<file path="src/hw/rtl/i2cmp_pkg.sv">
// Shared types and constants for the motor PWM register target.
package i2cmp_pkg;

   localparam int CHANNELS_DEF = 4;
   localparam int MAX_RESULTS  = 4;
   localparam int CNT_W        = $clog2(MAX_RESULTS);

   localparam logic [7:0]  LEFT_CODE_RST  = 8'h10;
   localparam logic [7:0]  RIGHT_CODE_RST = 8'h11;
   localparam logic [15:0] WRAP_LIMIT_RST = 16'hFFFF;

   typedef enum logic [2:0] {
      ACT_BYTE   = 3'd0,
      ACT_READ   = 3'd1,
      ACT_FINISH = 3'd2,
      ACT_SET    = 3'd3,
      ACT_APPLY  = 3'd4
   } action_type;

   typedef enum logic [1:0] {
      REG_LEFT_CODE  = 2'd0,
      REG_RIGHT_CODE = 2'd1,
      REG_WRAP_LIMIT = 2'd2
   } reg_index_type;

   typedef enum logic [2:0] {
      PH_COMMAND = 3'b001,
      PH_HIGH    = 3'b010,
      PH_LOW     = 3'b100
   } write_phase_type;

   localparam logic RK_TX   = 1'b0;
   localparam logic RK_DUTY = 1'b1;

   typedef struct packed {
      logic byte_en;
      logic read_en;
      logic finish_en;
      logic set_en;
      logic emit;
      logic emit_last;
   } dp_cmd_type;

   typedef struct packed {
      logic out_free;
      logic any_dirty;
      logic more_dirty;
   } dp_status_type;

endpackage

</file>
<file path="src/hw/rtl/i2cmp_if.sv">
// Channel interfaces: request, response and register write.
interface i2cmp_req_if;
   logic        valid;
   logic        ready;
   logic [2:0]  action;
   logic [7:0]  rx_byte;
   logic [15:0] left_ticks;
   logic [15:0] right_ticks;
   modport source (output valid, action, rx_byte, left_ticks, right_ticks, input ready);
   modport sink (input valid, action, rx_byte, left_ticks, right_ticks, output ready);
endinterface

interface i2cmp_rsp_if;
   logic        valid;
   logic        ready;
   logic        result_kind;
   logic [7:0]  tx_byte;
   logic [1:0]  channel;
   logic [15:0] duty_level;
   logic        last;
   modport source (output valid, result_kind, tx_byte, channel, duty_level, last, input ready);
   modport sink (input valid, result_kind, tx_byte, channel, duty_level, last, output ready);
endinterface

interface i2cmp_csr_if;
   logic        valid;
   logic        ready;
   logic [1:0]  index;
   logic [15:0] wdata;
   modport source (output valid, index, wdata, input ready);
   modport sink (input valid, index, wdata, output ready);
endinterface

</file>
<file path="src/hw/rtl/i2cmp_ctrl.sv">
// Controller: transaction decode and apply sequencing.
module i2cmp_ctrl
   import i2cmp_pkg::*;
(
   input  logic          clock,
   input  logic          reset,
   input  logic          req_valid,
   input  logic [2:0]    req_action,
   output logic          req_ready,
   input  dp_status_type status,
   output dp_cmd_type    cmd
);

   typedef enum logic [1:0] {
      ST_IDLE  = 2'b01,
      ST_APPLY = 2'b10
   } ctrl_state_type;

   ctrl_state_type   state_ff, state_in;
   logic [CNT_W-1:0] cnt_ff, cnt_in;
   logic             accept;

   assign req_ready = (state_ff == ST_IDLE) && status.out_free;
   assign accept    = req_valid && req_ready;

   always_comb begin
      state_in = state_ff;
      cnt_in   = cnt_ff;
      cmd      = '0;
      unique case (state_ff)
         ST_IDLE: begin
            if (accept) begin
               case (req_action)
                  ACT_BYTE:   cmd.byte_en   = 1'b1;
                  ACT_READ:   cmd.read_en   = 1'b1;
                  ACT_FINISH: cmd.finish_en = 1'b1;
                  ACT_SET:    cmd.set_en    = 1'b1;
                  ACT_APPLY: begin
                     state_in = ST_APPLY;
                     cnt_in   = '0;
                  end
                  default: ;
               endcase
            end
         end
         ST_APPLY: begin
            if (!status.any_dirty) begin
               state_in = ST_IDLE;
            end else if (status.out_free) begin
               cmd.emit      = 1'b1;
               // stop after four updates even if more channels are dirty
               cmd.emit_last = (cnt_ff == CNT_W'(MAX_RESULTS - 1)) || !status.more_dirty;
               cnt_in        = cnt_ff + 1'b1;
               if (cmd.emit_last) begin
                  state_in = ST_IDLE;
               end
            end
         end
         default: state_in = ST_IDLE;
      endcase
   end

   always_ff @(posedge clock) begin
      if (reset) begin
         state_ff <= ST_IDLE;
         cnt_ff   <= '0;
      end else begin
         state_ff <= state_in;
         cnt_ff   <= cnt_in;
      end
   end

endmodule

</file>
<file path="src/hw/rtl/i2cmp_dp.sv">
// Datapath: register file, duty targets, dirty marks and the response register.
module i2cmp_dp
   import i2cmp_pkg::*;
#(
   parameter int CHANNELS = CHANNELS_DEF
)
(
   input  logic          clock,
   input  logic          reset,
   input  dp_cmd_type    cmd,
   output dp_status_type status,
   input  logic [7:0]    rx_byte,
   input  logic [15:0]   left_ticks,
   input  logic [15:0]   right_ticks,
   input  logic          csr_valid,
   input  logic [1:0]    csr_index,
   input  logic [15:0]   csr_wdata,
   input  logic          rsp_ready,
   output logic          rsp_valid,
   output logic          rsp_result_kind,
   output logic [7:0]    rsp_tx_byte,
   output logic [1:0]    rsp_channel,
   output logic [15:0]   rsp_duty_level,
   output logic          rsp_last
);

   localparam int CH_W = (CHANNELS > 1) ? $clog2(CHANNELS) : 1;

   logic [7:0]      left_code_ff, left_code_in;
   logic [7:0]      right_code_ff, right_code_in;
   logic [15:0]     wrap_ff, wrap_in;
   write_phase_type phase_ff, phase_in;
   logic [CH_W-1:0] latch_ch_ff, latch_ch_in;
   logic [7:0]      high_ff, high_in;
   logic            sel_right_ff, sel_right_in;
   logic            selected_ff, selected_in;
   logic            byte_idx_ff, byte_idx_in;
   logic [15:0]     duty_ff [CHANNELS];
   logic [15:0]     duty_in [CHANNELS];
   logic [CHANNELS-1:0] dirty_ff, dirty_in;
   logic [15:0]     left_val_ff, left_val_in;
   logic [15:0]     right_val_ff, right_val_in;

   logic            valid_ff, valid_in;
   logic            kind_ff, kind_in;
   logic [7:0]      tx_ff, tx_in;
   logic [1:0]      chan_ff, chan_in;
   logic [15:0]     level_ff, level_in;
   logic            last_ff, last_in;

   logic [CH_W-1:0]     first_idx;
   logic [CHANNELS-1:0] first_onehot;
   logic [15:0]         enc_val;
   logic [15:0]         target;

   // lowest dirty channel
   always_comb begin
      first_idx = '0;
      for (int i = CHANNELS - 1; i >= 0; i--) begin
         if (dirty_ff[i]) begin
            first_idx = CH_W'(i);
         end
      end
   end

   assign first_onehot      = CHANNELS'(1) << first_idx;
   assign status.out_free   = !valid_ff || rsp_ready;
   assign status.any_dirty  = |dirty_ff;
   assign status.more_dirty = |(dirty_ff & ~first_onehot);

   assign enc_val = !selected_ff ? 16'h0000 : (sel_right_ff ? right_val_ff : left_val_ff);
   assign target  = duty_ff[first_idx];

   always_comb begin
      left_code_in  = left_code_ff;
      right_code_in = right_code_ff;
      wrap_in       = wrap_ff;
      phase_in      = phase_ff;
      latch_ch_in   = latch_ch_ff;
      high_in       = high_ff;
      sel_right_in  = sel_right_ff;
      selected_in   = selected_ff;
      byte_idx_in   = byte_idx_ff;
      duty_in       = duty_ff;
      dirty_in      = dirty_ff;
      left_val_in   = left_val_ff;
      right_val_in  = right_val_ff;
      valid_in      = valid_ff && !rsp_ready;
      kind_in       = kind_ff;
      tx_in         = tx_ff;
      chan_in       = chan_ff;
      level_in      = level_ff;
      last_in       = last_ff;

      if (csr_valid) begin
         case (csr_index)
            REG_LEFT_CODE:  left_code_in  = csr_wdata[7:0];
            REG_RIGHT_CODE: right_code_in = csr_wdata[7:0];
            REG_WRAP_LIMIT: wrap_in       = csr_wdata;
            default: ;
         endcase
      end

      if (cmd.byte_en) begin
         unique case (phase_ff)
            PH_HIGH: begin
               high_in  = rx_byte;
               phase_in = PH_LOW;
            end
            PH_LOW: begin
               duty_in[latch_ch_ff]  = {high_ff, rx_byte};
               dirty_in[latch_ch_ff] = 1'b1;
               phase_in              = PH_COMMAND;
            end
            default: begin
               phase_in = PH_COMMAND;
               // encoder codes take priority over channel numbers; left wins a tie
               if (rx_byte == left_code_ff || rx_byte == right_code_ff) begin
                  sel_right_in = (rx_byte != left_code_ff);
                  selected_in  = 1'b1;
               end else if (rx_byte < 8'(CHANNELS)) begin
                  latch_ch_in = CH_W'(rx_byte);
                  phase_in    = PH_HIGH;
               end
            end
         endcase
      end

      if (cmd.finish_en) begin
         phase_in    = PH_COMMAND;
         byte_idx_in = 1'b0;
      end

      if (cmd.set_en) begin
         left_val_in  = left_ticks;
         right_val_in = right_ticks;
      end

      if (cmd.read_en) begin
         valid_in = 1'b1;
         kind_in  = RK_TX;
         chan_in  = '0;
         level_in = '0;
         last_in  = 1'b1;
         if (!byte_idx_ff) begin
            tx_in       = enc_val[15:8];
            byte_idx_in = 1'b1;
         end else begin
            tx_in       = enc_val[7:0];
            byte_idx_in = 1'b0;
            selected_in = 1'b0;
         end
      end

      if (cmd.emit) begin
         valid_in            = 1'b1;
         kind_in             = RK_DUTY;
         tx_in               = '0;
         chan_in             = 2'(first_idx);
         level_in            = (target > wrap_ff) ? wrap_ff : target;
         last_in             = cmd.emit_last;
         dirty_in[first_idx] = 1'b0;
      end
   end

   always_ff @(posedge clock) begin
      if (reset) begin
         left_code_ff  <= LEFT_CODE_RST;
         right_code_ff <= RIGHT_CODE_RST;
         wrap_ff       <= WRAP_LIMIT_RST;
         phase_ff      <= PH_COMMAND;
         latch_ch_ff   <= '0;
         high_ff       <= '0;
         sel_right_ff  <= 1'b0;
         selected_ff   <= 1'b0;
         byte_idx_ff   <= 1'b0;
         for (int i = 0; i < CHANNELS; i++) begin
            duty_ff[i] <= '0;
         end
         dirty_ff      <= '0;
         left_val_ff   <= '0;
         right_val_ff  <= '0;
         valid_ff      <= 1'b0;
      end else begin
         left_code_ff  <= left_code_in;
         right_code_ff <= right_code_in;
         wrap_ff       <= wrap_in;
         phase_ff      <= phase_in;
         latch_ch_ff   <= latch_ch_in;
         high_ff       <= high_in;
         sel_right_ff  <= sel_right_in;
         selected_ff   <= selected_in;
         byte_idx_ff   <= byte_idx_in;
         duty_ff       <= duty_in;
         dirty_ff      <= dirty_in;
         left_val_ff   <= left_val_in;
         right_val_ff  <= right_val_in;
         valid_ff      <= valid_in;
      end
   end

   always_ff @(posedge clock) begin
      kind_ff  <= kind_in;
      tx_ff    <= tx_in;
      chan_ff  <= chan_in;
      level_ff <= level_in;
      last_ff  <= last_in;
   end

   assign rsp_valid       = valid_ff;
   assign rsp_result_kind = kind_ff;
   assign rsp_tx_byte     = tx_ff;
   assign rsp_channel     = chan_ff;
   assign rsp_duty_level  = level_ff;
   assign rsp_last        = last_ff;

endmodule

</file>
<file path="src/hw/rtl/i2c_motor_pwm_register_target.sv">
// Byte-level register target: takes bus bytes, read requests, finish, encoder
// updates and apply events one transaction at a time, and takes a transaction
// only while the response register is free (or being emptied). A read request
// yields one transmit byte. An apply emits one duty update per dirty channel
// (at most four, lowest dirty channels first), each update waiting on the
// response register; with nothing dirty it produces no response. Register
// writes are always ready.
module i2c_motor_pwm_register_target
   import i2cmp_pkg::*;
#(
   parameter int CHANNELS = CHANNELS_DEF
)
(
   input logic        clock,
   input logic        reset,
   i2cmp_req_if.sink   req_if,
   i2cmp_rsp_if.source rsp_if,
   i2cmp_csr_if.sink   csr_if
);

   dp_cmd_type    cmd;
   dp_status_type status;

   assign csr_if.ready = 1'b1;

   i2cmp_ctrl u_ctrl (
      .clock      (clock),
      .reset      (reset),
      .req_valid  (req_if.valid),
      .req_action (req_if.action),
      .req_ready  (req_if.ready),
      .status     (status),
      .cmd        (cmd)
   );

   i2cmp_dp #(
      .CHANNELS (CHANNELS)
   ) u_dp (
      .clock           (clock),
      .reset           (reset),
      .cmd             (cmd),
      .status          (status),
      .rx_byte         (req_if.rx_byte),
      .left_ticks      (req_if.left_ticks),
      .right_ticks     (req_if.right_ticks),
      .csr_valid       (csr_if.valid),
      .csr_index       (csr_if.index),
      .csr_wdata       (csr_if.wdata),
      .rsp_ready       (rsp_if.ready),
      .rsp_valid       (rsp_if.valid),
      .rsp_result_kind (rsp_if.result_kind),
      .rsp_tx_byte     (rsp_if.tx_byte),
      .rsp_channel     (rsp_if.channel),
      .rsp_duty_level  (rsp_if.duty_level),
      .rsp_last        (rsp_if.last)
   );

endmodule

</file>
<file path="src/flat_wrapper.sv">
// flat-port wrapper written by rule: the top's interface ports become plain ports
module i2c_motor_pwm_register_target_flat import i2cmp_pkg::*;
#(
   parameter int CHANNELS = CHANNELS_DEF
)
  (clock, reset, req_if_valid, req_if_action, req_if_rx_byte, req_if_left_ticks, req_if_right_ticks, req_if_ready, rsp_if_valid, rsp_if_result_kind, rsp_if_tx_byte, rsp_if_channel, rsp_if_duty_level, rsp_if_last, rsp_if_ready, csr_if_valid, csr_if_index, csr_if_wdata, csr_if_ready);
  i2cmp_req_if req_if_i ();
  i2cmp_rsp_if rsp_if_i ();
  i2cmp_csr_if csr_if_i ();
  input logic clock;
  input logic reset;
  input wire logic [$bits(req_if_i.valid)-1:0] req_if_valid;
  input wire logic [$bits(req_if_i.action)-1:0] req_if_action;
  input wire logic [$bits(req_if_i.rx_byte)-1:0] req_if_rx_byte;
  input wire logic [$bits(req_if_i.left_ticks)-1:0] req_if_left_ticks;
  input wire logic [$bits(req_if_i.right_ticks)-1:0] req_if_right_ticks;
  output wire logic [$bits(req_if_i.ready)-1:0] req_if_ready;
  output wire logic [$bits(rsp_if_i.valid)-1:0] rsp_if_valid;
  output wire logic [$bits(rsp_if_i.result_kind)-1:0] rsp_if_result_kind;
  output wire logic [$bits(rsp_if_i.tx_byte)-1:0] rsp_if_tx_byte;
  output wire logic [$bits(rsp_if_i.channel)-1:0] rsp_if_channel;
  output wire logic [$bits(rsp_if_i.duty_level)-1:0] rsp_if_duty_level;
  output wire logic [$bits(rsp_if_i.last)-1:0] rsp_if_last;
  input wire logic [$bits(rsp_if_i.ready)-1:0] rsp_if_ready;
  input wire logic [$bits(csr_if_i.valid)-1:0] csr_if_valid;
  input wire logic [$bits(csr_if_i.index)-1:0] csr_if_index;
  input wire logic [$bits(csr_if_i.wdata)-1:0] csr_if_wdata;
  output wire logic [$bits(csr_if_i.ready)-1:0] csr_if_ready;
  assign req_if_i.valid = req_if_valid;
  assign req_if_i.action = req_if_action;
  assign req_if_i.rx_byte = req_if_rx_byte;
  assign req_if_i.left_ticks = req_if_left_ticks;
  assign req_if_i.right_ticks = req_if_right_ticks;
  assign req_if_ready = req_if_i.ready;
  assign rsp_if_valid = rsp_if_i.valid;
  assign rsp_if_result_kind = rsp_if_i.result_kind;
  assign rsp_if_tx_byte = rsp_if_i.tx_byte;
  assign rsp_if_channel = rsp_if_i.channel;
  assign rsp_if_duty_level = rsp_if_i.duty_level;
  assign rsp_if_last = rsp_if_i.last;
  assign rsp_if_i.ready = rsp_if_ready;
  assign csr_if_i.valid = csr_if_valid;
  assign csr_if_i.index = csr_if_index;
  assign csr_if_i.wdata = csr_if_wdata;
  assign csr_if_ready = csr_if_i.ready;
  i2c_motor_pwm_register_target #(.CHANNELS(CHANNELS)) u_core (.clock(clock), .reset(reset), .req_if(req_if_i), .rsp_if(rsp_if_i), .csr_if(csr_if_i));
endmodule
</file>
<file path="config.mk">
export PLATFORM = sky130hd
export DESIGN_NAME = i2c_motor_pwm_register_target_flat
export DESIGN_NICKNAME = d
export VERILOG_FILES = /design/src/hw/rtl/i2cmp_pkg.sv /design/src/hw/rtl/i2cmp_if.sv /design/src/hw/rtl/i2cmp_ctrl.sv /design/src/hw/rtl/i2cmp_dp.sv /design/src/hw/rtl/i2c_motor_pwm_register_target.sv /design/src/flat_wrapper.sv
export SDC_FILE = /design/constraint.sdc
export NUM_CORES = 1
export LEC_CHECK = 0
export ABC_AREA = 1
export BUFFER_PORTS_ARGS = -buffer_cell sky130_fd_sc_hd__buf_2
export CAP_MARGIN = 20
export CORE_ASPECT_RATIO = 2
export CORE_UTILIZATION = 45
export DETAILED_ROUTE_END_ITERATION = 10
export GPL_ROUTABILITY_DRIVEN = 0
export HOLD_SLACK_MARGIN = 0.06
export PLACE_DENSITY = 0.62
export SLEW_MARGIN = 20
export SYNTH_ARGS = -nofsm -noshare
export SYNTH_HDL_FRONTEND = slang
export SYNTH_SLANG_ARGS = --single-unit
</file>
<file path="constraint.sdc">
create_clock -name clock -period 3.4 [get_ports clock]
set_input_delay 0.51 -clock clock [delete_from_list [all_inputs] [get_ports clock]]
set_output_delay 0.51 -clock clock [all_outputs]
set_load 0.01 [all_outputs]
</file>
### Word-level counts from Yosys, hierarchy flattened

Cells that the tools add are included.

* bits in registers: 181
* bits of input ports: 66
* output and inout port bits: 31
* logic and storage cells: 154

* add/subtract/negate cells: 1
* order comparisons: 9
* equal/unequal tests: 20
* shift-type cells: 1
* muxes and demuxes: 60
* bitwise gates (word level): 9
* reduce and logical (&&, ||, !) cells: 30

Operators with widths (number)
* two-way mux 16 bit: 8
* bitwise mux 64 bit: 1
* two-way mux 2 bit: 20
* binary-select mux 16 bit (select 2 bit): 1
* demux 16 bit (select 2 bit): 1
* two-way mux 4 bit: 5
* two-way mux 1 bit: 18
* == test 8 bit: 2
* greater-than comparator 16 bit: 1
* AND reduction 2 bit: 5
* == test 3 x 2 -> 1 bit, second input constant: 3
* AND 4 bit: 2
* less-than comparator 8 x 3 -> 1 bit, second input constant: 1
* two-way mux 8 bit: 1
* inequality test 8 bit: 1
* inverter 4 bit: 2
* one-hot mux 2 bit (2 select lines): 2
* AND reduction 4 bit: 2
* OR reduction 4 bit: 2
* == test 2 bit, second input constant: 3
* == test 3 bit, second input constant: 2
* greater-or-equal comparator 3 bit, second input constant: 2
* logical AND 1 bit: 6
* less-than comparator 2 x 3 -> 1 bit, second input constant: 2
* other kinds (22): 37

### Logic depth before layout (Yosys ltp)

* word-level depth: 14
* depth in mapped cells: 21

### Cells and area by module

From an unflattened synthesis, not the netlist that was laid out.

* cell total of the unflattened synthesis: 1018
* area, all modules: 8035.2 um^2

Modules (own cells, without submodules)
* i2cmp_dp: times used 1, cells each 968, area each 7722.4 um^2
* i2cmp_ctrl: times used 1, cells each 48, area each 301.5 um^2
* i2c_motor_pwm_register_target: times used 1, cells each 2, area each 11.3 um^2

### Worst setup path after synthesis

OpenSTA, ideal clock, no wires.

* path kind: register to register
* from: reg u_core.u_dp.dirty_ff[0]
* to: reg u_core.u_dp.level_ff[0], in the netlist u_core.u_dp.rsp_duty_level[0] (data pin)
* setup time: 0.255 ns
* arrival: 2.426 ns
* data required time: 3.145 ns
* slack: 0.719 ns
* stages on the path, launching flop included: 14
* buffers on the path: 3
* period minus slack after synthesis: 2.681 ns
* path through: dfxtp_1 -> nor2_1 -> buf_2 -> nand2_1 -> buf_2 -> o221ai_1 -> nor2_1 -> ha_1 -> nand2_1 -> nor4_1 -> nand3_1 -> clkbuf_1 -> a21oi_1 -> nor2_1

* longest elaborated chain between the ends: 8

RTL lines
* start, declared: line i2cmp_dp.sv:40 `logic [CHANNELS-1:0] dirty_ff, dirty_in;`
* start signal, assigned: line i2cmp_dp.sv:195 `dirty_ff <= dirty_in;`
* two-way mux 2 bit: line i2cmp_dp.sv:60 `if (dirty_ff[i]) begin`
* inverter 2 -> 3 bit (not written as such): line i2cmp_dp.sv:72 `assign target = duty_ff[first_idx];`
* binary-select mux 16 bit (select 2 bit): line i2cmp_dp.sv:72
* two-way mux 16 bit (not written as such) (2 in a row): line i2cmp_dp.sv:72
* greater-than comparator 16 bit: line i2cmp_dp.sv:160 `level_in = (target > wrap_ff) ? wrap_ff : target;`
* two-way mux 16 bit: line i2cmp_dp.sv:160
* two-way mux 16 bit (*): line i2cmp_dp.sv:155 `if (cmd.emit) begin`
* end signal, assigned: line i2cmp_dp.sv:206 `level_ff <= level_in;`
* end, declared: line i2cmp_dp.sv:48 `logic [15:0] level_ff, level_in;`

Every way passes the cells marked *; elsewhere a longest branch is shown, timed or not. The select of a mux whose other input is x is not followed.
A chain may end at the register's enable or synchronous reset.

### Worst setup path after layout

* from: reg u_core.u_dp.dirty_ff[1]
* to: reg u_core.u_dp.level_ff[1], in the netlist u_core.u_dp.rsp_duty_level[1] (data pin)

* longest elaborated chain between the ends: 9

RTL lines (line)
* two-way mux 2 bit (2 in a row): i2cmp_dp.sv:60
* inverter 2 -> 3 bit (not written as such): i2cmp_dp.sv:72
* binary-select mux 16 bit (select 2 bit): i2cmp_dp.sv:72
* two-way mux 16 bit (not written as such) (2 in a row): i2cmp_dp.sv:72
* greater-than comparator 16 bit: i2cmp_dp.sv:160
* two-way mux 16 bit: i2cmp_dp.sv:160
* two-way mux 16 bit (*): i2cmp_dp.sv:155

Marks and branches as above.

==> flow_summary.json <==
{
  "status": "finished, final reports clean",
  "fin_ws_ns": 0.375,
  "period_share_pct": 89.0,
  "fmax_ghz": 0.331,
  "rr_startpoint": "u_core.u_dp.dirty_ff[1]",
  "port_buffers": 95,
  "synthFlopType": "dfxtp_1",
  "cp-end-kind": "flop",
  "setup_tns_ns": 0,
  "drv_cap": 0,
  "worstSetupPathType": "reg2reg",
  "ys_seq_area_share_pct": 46.6,
  "pwr-share-clk_pct": 46.3,
  "cp-start-kind": "flop",
  "yosys-top-cells-area": "dfxtp_1, o21ai_0, a21oi_1, edfxtp_1, nor2_1",
  "synthesis.nets": 1159,
  "grt_pass1_wl_um": 34900,
  "period_needed_ns": 3.03,
  "yosys_warnings": 0,
  "cts.sinks": 181,
  "grt_start_max_net_pins": 63,
  "die_h_um": 193,
  "ys_top_cells_by_count": "dfxtp_1, nor2_1, o21ai_0, a21oi_1, inv_1",
  "synth_area_leader_cell": "dfxtp_1",
  "cts.clk_slew.worst_paths_ns": 0.07,
  "critPathArrivalTime_ns": 3.21,
  "firstDrtPassIters": 5,
  "wl_per_cell_um": 16.2,
  "crit_required_ns": 3.58,
  "hold_buffers": 0,
  "grt.met3_usage_pct": 3.95,
  "p_seq_share_pct": 48.2,
  "synth_edf_count": 19,
  "vdd_drop_max_uv": 454,
  "combPwrFrac_pct": 5.5,
  "dp_hpwl_um": 16400,
  "p_int_w": 0.00354,
  "drive_gt1_share_pct": 14.4,
  "antenna_cells": 0,
  "min-delay-start": "reset",
  "avgSynthCellArea_um2": 7.61,
  "skew_ns": 0.00935,
  "nets": 1227,
  "grt_overflow": 0,
  "drtAntennaViolNets": 0,
  "ios": 97,
  "fillCellCount": 1759,
  "yosysTopAreaCellShare_pct": 39.6,
  "cts_max_level": 4,
  "drt_iter0_markers": 322,
  "synthToLayoutAreaGrowth_pct": 14.9,
  "holdPathEnd": "u_core.u_dp.dirty_ff[3]",
  "met1_usage_pct": 22.9,
  "syn_inst": 1076,
  "grt.total_usage_pct": 24.3,
  "die_w_um": 97.4,
  "setup_viol": 0,
  "pre_cts_slack_ns": 0.197,
  "core_area_um2": 17800,
  "clock_path_buffers": 2,
  "p_switching_w": 0.00104,
  "use_met2_pct": 46.2,
  "root_buffer": "clkbuf_16",
  "cts_tree": "built",
  "numCtsBuffers": 17,
  "drc_errors": 0,
  "clock_latency_ns": 0.43,
  "synthArstFlopShare_pct": 0,
  "synth_seq_cells": 181,
  "p_leak_nw": 3.90,
  "synth_cell_types": 37,
  "swShare_pct": 22.7,
  "initial_core_util_pct": 46.0,
  "rsz0062_at_grt": "no",
  "p_per_area_nw_per_um2": 487,
  "yosysMostFrequentCell": "dfxtp_1",
  "die_area_um2": 18800,
  "grt_pass1_vias": 6813,
  "critPathMaxFanout": 20,
  "min_path_type": "in2reg",
  "top_usage_layer": "met2",
  "vias": 7086,
  "rr_endpoint": "u_core.u_dp.rsp_duty_level[1]",
  "fp-row-count": 69,
  "routed_wl_um": 22200,
  "fin_util_pct": 52.9,
  "maxSlewHeadroom_pct": 42.9,
  "synth_area_um2": 8190,
  "reg2reg_depth": 11,
  "antenna_found_initial": 0,
  "worst_pin_slew_ns": 0.852,
  "hold_depth": 2,
  "hold_ws_ns": 0.277,
  "hold_viol": 0,
  "reg2reg_slack_ns": 0.37,
  "maxSlewViolCount": 0,
  "vias_per_cell": 5.18
}
==> power by group through the flow <==
| stage | registers [W] | logic (W) | clock network (W) |
|---|---|---|---|
| after CTS | 0.00221 | 0.000255 | 0.00217 |
| after floorplan | 0.00225 | 0.000157 | 0 |
| final | 0.00221 | 0.000252 | 0.00212 |
| after global placement | 0.00226 | 0.000251 | 0 |
| after global routing | 0.00221 | 0.000288 | 0.00224 |
| after detailed placement | 0.00226 | 0.000254 | 0 |
==> cell type report <==
| class | count | area (um^2) | area share, % |
|---|---|---|---|
| inverter | 137 | 515 | 5.48 |
| clock buffer | 20 | 479 | 5.09 |
| clock inverter | 11 | 160 | 1.70 |
| tap | 213 | 267 | 2.83 |
| timing repair buffer | 114 | 643 | 6.84 |
| sequential | 181 | 3810 | 40.5 |
| multi-input combinational | 693 | 3530 | 37.5 |
==> per-layer routing <==
| metal | share of wire (%) | wire length (um) | up-vias |
|---|---|---|---|
| met3 | 2.8 | 621 | 68 |
| li1 | - | - | 3669 |
| met1 | 35 | 7770 | 3192 |
| met5 | 0 | 0 | - |
| met2 | 55 | 12100 | 157 |
| met4 | 7.6 | 1680 | 0 |
==> worst max path at each step <==
stage | startpoint | to | slack (ns)
global route | u_core.u_dp.dirty_ff[0] | u_core.u_dp.rsp_duty_level[13] | 0.04
CTS | u_core.u_dp.dirty_ff[1] | u_core.u_dp.rsp_duty_level[1] | 0.17
floorplan | u_core.u_dp.dirty_ff[0] | u_core.u_dp.rsp_duty_level[0] | 0.72
finish | u_core.u_dp.dirty_ff[1] | u_core.u_dp.rsp_duty_level[1] | 0.37
detailed placement | u_core.u_dp.dirty_ff[1] | u_core.u_dp.rsp_duty_level[1] | 0.20
global placement | u_core.u_dp.dirty_ff[0] | u_core.u_dp.rsp_duty_level[1] | 0.26
==> state kept, by name (all words and copies together), names as in the netlist, 16 cells and up <==
signal and flops:
u_core.u_dp.rsp_duty_level 16, u_core.u_dp.left_val_ff 16, u_core.u_dp.duty_ff 64, u_core.u_dp.right_val_ff 16, u_core.u_dp.wrap_ff 16
==> cell families (layout without fill, tap and decap cells) <==
group	Yosys count	count (layout)	synth area share (%)
other	1	1	0.0458
AO/OA/AOI/OAI	317	317	20.6
adder cells (fa/ha/maj)	17	17	2.60
buffers and inverters	202	282	10.5
flip-flops	181	181	46.6
AND/OR/NAND/NOR	347	347	18.5
XOR/XNOR	11	11	1.18
==> cell usage in the layout (no fill, tap or decap), drive strengths merged <==
cell      netlist  routed
o21ai         150     150
nor2          145     145
clkinvlp        0       1
o221ai         11      11
a211oi          2       2
clkbuf         30      20
edfxtp         19      19
dfxtp         162     162
clkinv          3       6
buf            35     114
xnor2          11      11
a21oi         135     135
or2             1       1
ha             17      17
nand4           5       5
nor4            1       1
o21a            1       1
inv           134     138
nor3            9       9
conb            1       1
nand2         129     129
o211ai         17      17
nand3          57      57
bufinv          0       3
o22ai           1       1
==> stage by stage <==
stage                     power [W]  instance area [um^2]  instances
final                       0.00458                  9410       1369
after global routing        0.00474                  9410       1369
after CTS                   0.00463                  9370       1367
after detailed placement    0.00251                  8730       1336
after global placement      0.00251                  8730       1336
after floorplan             0.00241                  8190       1076
==> worst max-delay path, stage by stage, from the launching register on <==
cell	delay, ns
dfxtp_1	0.33
nor2_1	0.25
nand2_2	0.29
o221ai_1	0.30
nor2_1	0.14
ha_1	0.32
nand2_1	0.09
nor4_1	0.37
nand3_1	0.16
buf_4	0.24
a21oi_1	0.20
nor2_1	0.07
==> repair_timing <==
action | CTS | global route
setup endpoints to repair | 0 | 16
setup buffers | 0 | 2
gates resized for setup | 0 | 2
Power figures use the tool's default switching activity.
